--- config.mk ---
export PLATFORM = sky130hd
export DESIGN_NAME = pvti_cell
export DESIGN_NICKNAME = d
export VERILOG_FILES = /design/src/hw/rtl/pvti_pkg.sv /design/src/hw/rtl/pvti_cell.sv
export SDC_FILE = /design/constraint.sdc
export NUM_CORES = 1
export LEC_CHECK = 0
export ABC_AREA = 1
export BUFFER_PORTS_ARGS = -buffer_cell sky130_fd_sc_hd__buf_2
export CAP_MARGIN = 20
export CORE_AREA = 2 2 149 151
export CTS_CLUSTER_DIAMETER = 100
export CTS_CLUSTER_SIZE = 40
export DETAILED_ROUTE_END_ITERATION = 12
export DIE_AREA = 0 0 151 153
export GPL_ROUTABILITY_DRIVEN = 0
export PLACE_DENSITY_LB_ADDON = 0.05
export SLEW_MARGIN = 10
export SYNTH_ARGS = -nofsm -noshare
export SYNTH_HDL_FRONTEND = slang
export SYNTH_SLANG_ARGS = --single-unit
--- constraint.sdc ---
create_clock -name clk -period 3.4 [get_ports clk]
set_input_delay 0.17 -clock clk [delete_from_list [all_inputs] [get_ports clk]]
set_output_delay 0.17 -clock clk [all_outputs]
set_load 0.02 [all_outputs]
--- src/hw/rtl/pvti_pkg.sv ---
`default_nettype none
// ----------------------------------------------------------------------------
// pvti_pkg
// Shared types and constants of the PVT table interpolator.
// ----------------------------------------------------------------------------
package pvti_pkg;

    localparam int VALUE_BITS = 32;
    localparam int MAX_POINTS = 64;
    localparam int IDX_W      = $clog2(MAX_POINTS);
    localparam int ENTRY_W    = 6;
    localparam int CFG_W      = 7;
    localparam int DCNT_W     = $clog2(VALUE_BITS) + 1;

    localparam logic FUNC_WRITE = 1'b0;
    localparam logic FUNC_QUERY = 1'b1;

    typedef struct packed {
        logic [VALUE_BITS-1:0] p;
        logic [VALUE_BITS-1:0] vf;
        logic [VALUE_BITS-1:0] sw;
        logic [VALUE_BITS-1:0] vs;
    } entry_t;

    typedef enum logic [1:0] {
        ST_IDLE,
        ST_SCAN,
        ST_DIV,
        ST_DONE
    } state_t;

endpackage
`default_nettype wire

--- src/hw/rtl/pvti_cell.sv ---
`default_nettype none
// ----------------------------------------------------------------------------
// pvti_cell
// One breakpoint of the table ring; loads a write or takes its neighbor's entry.
// ----------------------------------------------------------------------------
module pvti_cell
    import pvti_pkg::*;
(
    input  wire logic   clk,
    input  wire logic   shift,
    input  wire logic   wr_en,
    input  wire entry_t wr_data,
    input  wire entry_t nb_data,
    output entry_t      data
);

    entry_t data_reg;

    always_ff @(posedge clk)
    begin
        if (wr_en)
        begin
            data_reg <= wr_data;
        end
        else if (shift)
        begin
            data_reg <= nb_data;
        end
    end

    assign data = data_reg;

endmodule
`default_nettype wire

==> summary.md <==
| Metric | Value |
|---|---|
| Setup tns final | 0 ns |
| Warnings from Yosys | 0 |
| Commonest non-fill, non-tap cells in the layout | buf_2 (385), nand2_1 (384), edfxtp_1 (128) |
| Worst Path Required | 3.68 ns |
| Post-Synth XOR/XNOR Area | 0% |
| Floorplan die height | 153 um |
| Final setup viols | 0 |
| Worst Tran Pin Value | 0.989 ns |
| Slew HR | 34.0% |
| Critical Path Start | wr_en |
| PwrDens | 551 mW/mm^2 |
| Post-DR vias/cell | 4.00 |
| Status | finished, final reports clean |
| Clk sink count | 128 |
| Crit path max fanout | 93 |
| Drt total wl | 18400 um |
| Hold Buf Count CTS | 13 |
| Max Root-Sink Buffers | 2 |
| Largest net degree at the start of global routing | 94 |
| Most common cell after layout, fill and taps aside | buf_2 |
| First-pass GRT wire length | 27000 um |
| Initial antenna violation count | 3 |
| Compound-Gate Fraction of Synth Area | 0% |
| Final period utilization | 55.0% |
| Synthesized area | 0.00547 mm^2 |
| Die outline width | 151 um |
| Lkg Pwr | 4.35 nW |
| Adder-cell share of the synthesized area | 0% |
| Pint | 3.38 mW |
| Multi-input logic area | 0.00145 mm^2 |
| Crit-path slowest cell | buf_4 |
| Worst VDD drop | 0.301 mV |
| CTS tree | built |
| Syn Inst Count | 542 |
| DR vias | 4937 |
| Core area | 0.0215 mm^2 |
| Starting density of the core | 25.5% |
| Final Max Slew Viols | 0 |
| Total GRT Usage | 15.8% |
| Comb power frac | 16.9% |
| Drt drc | 0 |
| Placed Instances | 1186 |
| Avg Cell Area, Syn | 10.1 um^2 |
| Max Fclk | 534 MHz |
| Max incr delay on CP | 0.86 ns |
| Crit path time final | 1.87 ns |
| Clock power share | 40.3% |
| Port Buffers | 386 |
| DRT Pass-1 Iters | 4 |
| Filler cells | 2260 |
| Critical Path Sink Type | flop |
| CTS H-tree depth | 4 |
| Min-delay src | nb_data[93] |
| Final Hold Fails | 0 |
| Post-cts sizing count | 0 |
| Max-Cap Viols | 0 |
| Clock slew at reported path FFs | 0.06 ns |
| Mux share of post-synthesis cell area | 0% |
| Share of layout cells above drive strength 1 | 44.5% |
| DP Wirelength | 13300 um |
| Max reg flops | 128 |
| Crit path DAT | 2.15 ns |
| Synth Area in Simple Gates | 26.5% |
| Total grt overflow | 0 |
| Worst Hold Class | in -> reg |
| Switching share of power | 26.8% |
| I/O Pins | 387 |
| # rows | 54 |
| Final non-filler cell total | 1234 |
| Worst setup SP type | primary input |
| Initial drt markers | 158 |
| RSZ-0062 raised after global routing | false |
| Main combinational cell family by area after synthesis | simple AND/OR/NAND/NOR gates |
| Nets | 1197 |
| Synth cell types | 6 |
| Sw power | 1.24 mW |
| Cell Chain, Critical Path | buf_4 > buf_4 > nand2_1 > nand2_1 > dlygate4sd3_1 |
| Post-synth net total | 801 |
| Vias in the first global route | 4906 |
| Sequential cell area | 0.00384 mm^2 |
| Wire per inst | 14.9 um |
| #FFs+latches synth | 128 |
| CTS Buf Count | 17 |
| Post-synthesis sequential area ratio | 70.3% |
| Syn-to-layout area delta | 53.2% |
| Antenna Violating Nets Remaining | 0 |
| Fin util | 39.0% |
| Sequential share of power | 42.9% |
| WS Path Type | in -> reg |
| DIE AREA | 0.0231 mm^2 |
| Clk root buf | clkbuf_16 |
| Post-CTS Setup Inserts | 0 |
[critical path: cells and delay by family]
family | cells | cell delay [ns]
simple gates | 2 | 0.20
buf+inv | 3 | 1.76
[metal layers]
layer / vias up / global-route usage [%] / wire [um]
li1: 2539 / - / -
met1: 2142 / 16.6 / 6850
met2: 227 / 27.6 / 9170
met3: 29 / 6.36 / 1850
met4: 0 / 6.76 / 527
met5: - / 0 / 0
[power groups by stage]
stage	sequential (mW)	clock, mW	combinational, mW
after floorplan	2.25	0	0.170
after CTS	1.98	1.92	0.797
after global routing	2.00	1.98	0.858
after global placement	2.01	0	0.790
final	1.98	1.86	0.778
after detailed placement	2.01	0	0.785
[cell families after synthesis]
logic type / Yosys count
buf+inv: 29
flops: 128
simple gates: 385
[stage by stage]
stage | hold WS, ns | power (mW) | setup WS [ns] | area, um^2
floorplan | 0.349 | 2.42 | 1.08 | 5470
global placement | 0.435 | 2.80 | 1.50 | 7640
detailed placement | 0.438 | 2.79 | 1.49 | 7640
CTS | 0.000214 | 4.70 | 1.48 | 8370
global route | 0.00818 | 4.83 | 1.33 | 8380
finish | 0.0192 | 4.61 | 1.53 | 8380
[Yosys cell counts]
cell      number  area, um^2
inv_2          1        3.75
edfxtp_1     128        3840
nand2_1      384        1440
buf_4         14         105
buf_2         14        70.1
or2_2          1        6.26
[final timing paths]
check	to	slack, ns	cells past startpoint
max	data[114]$_DFFE_PP_	1.53	5
min	data[93]$_DFFE_PP_	0.02	3
[cell type report]
class / count / share of cell area (%)
antenna: 3 / 0.0896
clock buffer: 19 / 5.17
timing repair buffer: 405 / 25.3
sequential: 128 / 45.9
inverter: 1 / 0.0747
tap: 280 / 4.18
multi-input combinational: 385 / 17.3
clock inverter: 13 / 1.97
No activity file was read; power rests on OpenSTA's default activity.
