$ cat config.mk
export PLATFORM = sky130hd
export DESIGN_NAME = pvti_div
export DESIGN_NICKNAME = d
export VERILOG_FILES = /design/src/hw/rtl/pvti_pkg.sv /design/src/hw/rtl/pvti_div.sv
export SDC_FILE = /design/constraint.sdc
export NUM_CORES = 1
export LEC_CHECK = 0
export BUFFER_PORTS_ARGS = -buffer_cell sky130_fd_sc_hd__buf_4
export CAP_MARGIN = 0
export CELL_PAD_IN_SITES_DETAIL_PLACEMENT = 0
export CELL_PAD_IN_SITES_GLOBAL_PLACEMENT = 1
export CORE_MARGIN = 2
export CORE_UTILIZATION = 40
export CTS_CLUSTER_DIAMETER = 100
export DETAILED_ROUTE_END_ITERATION = 8
export GPL_TIMING_DRIVEN = 0
export PLACE_DENSITY = 0.78
export SLEW_MARGIN = 25
export SYNTH_ARGS = -nofsm -noshare
export SYNTH_HDL_FRONTEND = slang
export SYNTH_SLANG_ARGS = --single-unit
$ cat constraint.sdc
create_clock -name clk -period 11.4 [get_ports clk]
set_input_delay 0 -clock clk [delete_from_list [all_inputs] [get_ports clk]]
set_output_delay 0 -clock clk [all_outputs]
set_load 0.02 [all_outputs]
$ cat src/hw/rtl/pvti_pkg.sv
`default_nettype none
// ----------------------------------------------------------------------------
// pvti_pkg
// Shared types and constants of the PVT table interpolator.
// ----------------------------------------------------------------------------
package pvti_pkg;

    localparam int VALUE_BITS = 32;
    localparam int MAX_POINTS = 64;
    localparam int IDX_W      = $clog2(MAX_POINTS);
    localparam int ENTRY_W    = 6;
    localparam int CFG_W      = 7;
    localparam int DCNT_W     = $clog2(VALUE_BITS) + 1;

    localparam logic FUNC_WRITE = 1'b0;
    localparam logic FUNC_QUERY = 1'b1;

    typedef struct packed {
        logic [VALUE_BITS-1:0] p;
        logic [VALUE_BITS-1:0] vf;
        logic [VALUE_BITS-1:0] sw;
        logic [VALUE_BITS-1:0] vs;
    } entry_t;

    typedef enum logic [1:0] {
        ST_IDLE,
        ST_SCAN,
        ST_DIV,
        ST_DONE
    } state_t;

endpackage
`default_nettype wire

$ cat src/hw/rtl/pvti_div.sv
`default_nettype none
// ----------------------------------------------------------------------------
// pvti_div
// Serial scaled quotient floor(a * off / den), one bit of a per step.
// ----------------------------------------------------------------------------
module pvti_div
    import pvti_pkg::*;
(
    input  wire logic                  clk,
    input  wire logic                  load,
    input  wire logic                  step,
    input  wire logic [VALUE_BITS-1:0] a,
    input  wire logic [VALUE_BITS-1:0] off,
    input  wire logic [VALUE_BITS-1:0] den,
    output logic      [VALUE_BITS-1:0] q
);

    logic [VALUE_BITS-1:0] a_reg, off_reg, den_reg, q_reg, q_next;
    logic [VALUE_BITS:0]   r_reg, r_next;
    logic [VALUE_BITS:0]   r1, r2;
    logic                  c1, c2;

    always_comb
    begin
        r1 = {r_reg[VALUE_BITS-1:0], 1'b0};
        c1 = (r1 >= {1'b0, den_reg});
        if (c1)
        begin
            r1 = r1 - {1'b0, den_reg};
        end
        r2 = r1;
        c2 = 1'b0;
        if (a_reg[VALUE_BITS-1])
        begin
            r2 = r1 + {1'b0, off_reg};
            c2 = (r2 >= {1'b0, den_reg});
            if (c2)
            begin
                r2 = r2 - {1'b0, den_reg};
            end
        end
        r_next = r2;
        q_next = {q_reg[VALUE_BITS-2:0], 1'b0} + VALUE_BITS'(c1) + VALUE_BITS'(c2);
    end

    always_ff @(posedge clk)
    begin
        if (load)
        begin
            a_reg   <= a;
            off_reg <= off;
            den_reg <= den;
            q_reg   <= '0;
            r_reg   <= '0;
        end
        else if (step)
        begin
            a_reg <= {a_reg[VALUE_BITS-2:0], 1'b0};
            q_reg <= q_next;
            r_reg <= r_next;
        end
    end

    assign q = q_reg;

endmodule
`default_nettype wire

==> results of run 1 <==
## synth_stat cells (all sizes together) (3+ instances only)
master	n
a21boi	4
and3	15
dfxtp	64
o21bai	14
a211o	7
a22oi	7
o211a	3
or3	11
a21o	36
a221o	4
nand4	24
a221oi	3
nor2b	14
o21a	14
and2	11
buf	9
a31oi	10
fa	3
ha	99
xor2	59
xnor2	53
and4	11
nor3	20
inv	60
nor4	6
clkbuf	32
o22ai	5
a32o	4
mux2	33
o211ai	17
o31ai	10
edfxtp	96
nand2	119
o21ai	118
nor2	93
a21oi	86
a211oi	42
nand3	21
nand3b	3
a41oi	5
nand2b	10
a31o	5
mux2i	11
## cell type report
cell class                      instances  area [sq um]
Buffer                                 41           180
Clock buffer                           17           425
Clock inverter                         15           165
Fill cell                            2769         14000
Inverter                               61           234
Multi-Input combinational cell       1031          7250
Sequential cell                       160          4160
Tap cell                              384           480
Timing Repair Buffer                  226          1940
## kinds of logic after synthesis
kind of cell,after synthesis,share of synthesized area (%)
muxes,44,4.08
AOI/OAI and AO/OA,407,22.8
and+or+nand+nor,366,15.1
xor gates and xnor gates,112,8.30
DFF,160,35.2
buffers and inverters,102,3.47
adders and majority gates,102,11.0
## per-stage QoR
stage / setup slack [ns] / instances / hold slack (ns) / instance area (sq um)
detailed placement: 0.481 / 1807 / 0.179 / 13300
global route: 0.0668 / 1935 / 0.0701 / 14800
CTS: 0.396 / 1935 / 0.0364 / 14800
finish: 0.658 / 1935 / 0.0567 / 14800
global placement: 0.222 / 1807 / 0.178 / 13300
floorplan: 3.13 / 1293 / 0.0989 / 11800
## routing by layer
metal / vias to the layer above / part of all wire, % / track usage (%)
met2: 420 / 45 / 39.5
met3: 51 / 7.2 / 5.00
met5: - / 0 / 0
li1: 5305 / - / -
met4: 0 / 2.5 / 7.68
met1: 5124 / 45 / 33.5
## tightest hold or removal path, delay by kind of cell
kind / cells / cell delay, ns
AO/OA/AOI/OAI: 2 / 0.17
buffers and inverters: 1 / 0.12
AND/OR/NAND/NOR: 1 / 0.18
## worst max path at each step
| stage | startpoint | to | cells past startpoint |
|---|---|---|---|
| 6_report | den_reg[1] | q[27] | 39 |
| 5_1_grt | den_reg[1] | q[28] | 40 |
| 4_1_cts | den_reg[1] | q[27] | 37 |
| 3_5_place_dp | den_reg[1] | q[31] | 37 |
| 3_3_place_gp | den_reg[1] | q[31] | 39 |
| 2_1_floorplan | den_reg[1] | q[22] | 40 |
## repair_timing
item	in CTS	in global routing
endpoints found under the hold margin	96	0
hold buffers	96	0
gates resized for setup	0	7
endpoints found under the setup margin	0	11
==> reports/qor.yml, run 1 <==
finish:
  nets: 1739
  antenna_cells: 0
  syn2layout_area_growth_pct: 25.5
  final_util_pct: 51.4
  layout_commonest_cell: "buf_4"
  drive_above_1_share_pct: 14.9
  final_cell_mix: "buf_4, nand2_1, o21ai_0"
worst_setup_path:
  r2r-start: "den_reg[1]"
  worstPathArrival_ns: 11.10
  worstReg2RegEnd: "q[27]"
  crit_fanout: 10
  cpMaxStageDelayCell: "o31ai_1"
  cp-end-kind: "register"
  r2r_cells: 39
  required_ns: 11.76
  crit_type: "reg -> reg"
  r2r_setup_slack_ns: 0.66
  startpoint_type: "register"
  critical-path-max-stage-delay_ns: 0.57
  path_buf_inv: 5
  path_delay_family: "compound AO/OA/AOI/OAI gates"
place:
  place.gp.congestion: 0.920
  hpwl_microns: 27900
  portBuffers: 130
global_route:
  grt_pass1_vias: 10500
  grt-ovfl-total: 0
  grt_pass1_wl_microns: 58600
  antenna_found_initial: 0
  grt_max_degree: 66
  grt_usage_pct: 24.7
outcome:
  outcome: "finished, final reports clean"
timing:
  min_period_ns: 10.74
  hold_viol: 0
  fmax_mhz: 93.1
  fin_skew_ns: 0.0199
  drv_slew: 0
  fin_tns_setup_ns: 0
  worst_pin_slew_ns: 0.902
  finalSetupViolCount: 0
  post-route-period-util_pct: 94.2
  slew_headroom_pct: 39.7
  rsz0062_at_grt: "false"
detailed_routing:
  wirelength_microns: 38200
  antenna_left: 0
  wl_per_cell_microns: 19.7
  vias: 10900
  drc: 0
  via_per_inst: 5.63
  dr.pass1.iters: 7
  first_iter_violations: 822
clock_network:
  cts_buffer_depth: 2
  root_buffer: "clkbuf_16"
  cts.clk_slew.worst_paths_ns: 0.08
  clk-insertion-delay-late_ns: 0.46
  cts_tree: "built"
  htree_levels: 4
  numCtsBuffers: 17
  cts.sinks: 160
  post_cts_buffers: 0
floorplanning:
  io_pins: 131
  fp.dieArea_sq_mm: 0.0309
  rows: 62
  chipWidth_microns: 176
  die_h_microns: 176
  initial_core_util_pct: 40.9
  core-area_sq_mm: 0.0289
yosys:
  synth_cells: 1293
  synth_ff_type: "edfxtp_1"
  postSynthAreaPerCell_sq_um: 9.14
  synth_seq_cells: 160
  ys.warnings.count: 0
  synth_cell_types: 76
  synth_top_area_cell: "edfxtp_1"
  yosys-top-cells-area: "edfxtp_1, dfxtp_1, ha_1, o21ai_0, xor2_1"
  synth_edf_count: 96
  synth-async-reset-ratio_pct: 0
  netlist.area_leader.share_pct: 24.4
  syn_area_sq_mm: 0.0118
  seq_area_frac_synth_pct: 35.2
  syn-num-nets: 1494
worst_hold_path:
  hold_path_class: "in -> reg"
  holdPathStages: 4
  min-delay-start: "step"
  min_to: "r_reg[20]"
job:
  cap_violations: 0
Power of run 1 is not shown: default switching activity piles up to over one toggle a cycle in this logic, so the estimate is an artifact.
==> run 2: changes to the inputs <==
--- a/config.mk
+++ b/config.mk
@@ -10,11 +10,11 @@
 export CELL_PAD_IN_SITES_DETAIL_PLACEMENT = 0
 export CELL_PAD_IN_SITES_GLOBAL_PLACEMENT = 1
 export CORE_MARGIN = 2
-export CORE_UTILIZATION = 40
+export CORE_UTILIZATION = 46
 export CTS_CLUSTER_DIAMETER = 100
 export DETAILED_ROUTE_END_ITERATION = 8
 export GPL_TIMING_DRIVEN = 0
-export PLACE_DENSITY = 0.78
+export PLACE_DENSITY = 0.87
 export SLEW_MARGIN = 25
 export SYNTH_ARGS = -nofsm -noshare
 export SYNTH_HDL_FRONTEND = slang
==> run 2 against run 1 <==
  * Via count is 0.87% higher
  * Global-route usage grew 4.1 points
  * Final area is 0.27% lower
  * Sequential share of layout area up 0.076 points
  * Critical endpoint is now q[31]
  * Setup slack got worse by 0.025 ns
  * Non-clock buffer count stayed put
  * Core utilization up 7.3 points
==> reports/qor.yml, run 2 (same netlist as run 1, synthesis figures left out) <==
detailed_routing:
  first_iter_violations: 961  # +17%
  drc: 0  # unchanged
  wirelength_microns: 37900  # -0.66%
  vias: 11000  # +0.87%
  antenna_left: 0  # unchanged
  dr.pass1.iters: 7  # unchanged
  via_per_inst: 5.85  # +3.8%
  wl_per_cell_microns: 20.2  # +2.2%
global_route:
  grt_max_degree: 66  # unchanged
  grt_pass1_vias: 10700  # +1.9%
  grt_usage_pct: 28.7  # +4.1 points
  antenna_found_initial: 0  # unchanged
  grt_pass1_wl_microns: 59000  # +0.53%
  grt-ovfl-total: 0  # unchanged
timing:
  finalSetupViolCount: 0  # unchanged
  hold_ws_ns: 0.0700  # +0.0133 ns
  fin_skew_ns: 0.0191  # -0.000860 ns
  rsz0062_at_grt: "false"
  min_period_ns: 10.77  # +0.0252 ns
  post-route-period-util_pct: 94.4  # +0.22 points
  slew_headroom_pct: 30.2  # -9.6 points
  drv_slew: 0  # unchanged
  worst_pin_slew_ns: 1.03  # +0.132 ns
  hold_viol: 0  # unchanged
  fmax_mhz: 92.9  # -0.23%
  fin_tns_setup_ns: 0  # unchanged
clock_network:
  htree_levels: 4  # unchanged
  cts_tree: "built"
  numCtsBuffers: 17  # unchanged
  cts_buffer_depth: 2  # unchanged
  post_cts_buffers: 0  # unchanged
  cts.clk_slew.worst_paths_ns: 0.08  # about the same
  cts.sinks: 160  # unchanged
  root_buffer: "clkbuf_16"
  clk-insertion-delay-late_ns: 0.45  # about the same
worst_setup_path:
  cp-end-kind: "register"
  critical-path-max-stage-delay_ns: 0.68  # +0.11 ns
  crit_fanout: 10  # unchanged
  required_ns: 11.68  # -0.08 ns
  startpoint_type: "register"
  cpMaxStageDelayCell: "o211ai_1"
  crit_type: "reg -> reg"
  worstPathArrival_ns: 11.05  # -0.05 ns
  crit_top_cell: "nor2_1"
place:
  dp.cells: 1753  # -3.0%
  portBuffers: 130  # unchanged
  hpwl_microns: 27500  # -1.7%
  place.gp.congestion: 0.936  # +1.8%
floorplanning:
  chipWidth_microns: 164  # -6.6%
  fp.dieArea_sq_mm: 0.0270  # -13%
  rows: 58  # -6.5%
  io_pins: 131  # unchanged
  initial_core_util_pct: 46.9  # +6.0 points
  die_h_microns: 164  # -6.6%
  core-area_sq_mm: 0.0252  # -13%
finish:
  final_cells: 1881  # -2.8%
  final_cell_mix: "buf_4, nand2_1, o21ai_0"
  syn2layout_area_growth_pct: 25.2
  nets: 1739  # unchanged
  drive_above_1_share_pct: 15.0  # +0.064 points
  final_util_pct: 58.7  # +7.3 points
  antenna_cells: 0  # unchanged
  layout_commonest_cell: "buf_4"
job:
  cap_violations: 0  # unchanged
worst_hold_path:
  hold_path_class: "in -> reg"
outcome:
  outcome: "finished, final reports clean"
[run 2: worst max-delay path, delay by kind of cell (launching register included)]
family | cells | cell delay [ns]
xor+xnor | 2 | 0.45
simple gates | 14 | 2.88
flops | 1 | 0.36
compound gates | 14 | 3.98
buf+inv | 5 | 1.60
fa+ha+maj | 4 | 1.28
[run 2: timing repair]
action / CTS / global route
endpoints found under the hold margin: 96 / 0
endpoints found under the setup margin: 0 / 15
hold buffers: 96 / 0
gates resized for setup: 0 / 9
[run 2: layout make-up]
cell class / instances / area (sq um)
Buffer: 41 / 181
Clock buffer: 17 / 425
Clock inverter: 15 / 191
Fill cell: 2218 / 10400
Inverter: 61 / 234
Multi-Input combinational cell: 1031 / 7250
Sequential cell: 160 / 4160
Tap cell: 330 / 413
Timing Repair Buffer: 226 / 1940
[run 2: final timing paths]
path / from / endpoint / slack (ns) / cells after the start
min: step / r_reg[20] / 0.07 / 4
min reg2reg: r_reg[3] / r_reg[3] / 0.49 / 2
max reg2reg: den_reg[1] / q[31] / 0.63 / 39
max: den_reg[1] / q[31] / 0.63 / 39
[run 2: stage by stage]
step | worst slack [ns] | instance area [sq um]
final | 0.633 | 14800
after global routing | 0.0358 | 14800
after CTS | 0.395 | 14800
after detailed placement | 0.475 | 13200
after global placement | 0.252 | 13200
after floorplan | 3.13 | 11800
[run 2: per-layer routing]
metal | wire (microns) | vias up | track usage [%]
met5 | 0 | - | 0
met1 | 16600 | 5155 | 38.6
met4 | 1360 | 0 | 11.9
li1 | - | 5318 | -
met2 | 17000 | 453 | 45.2
met3 | 2960 | 69 | 5.83
Power of run 2 is left out for the same reason.
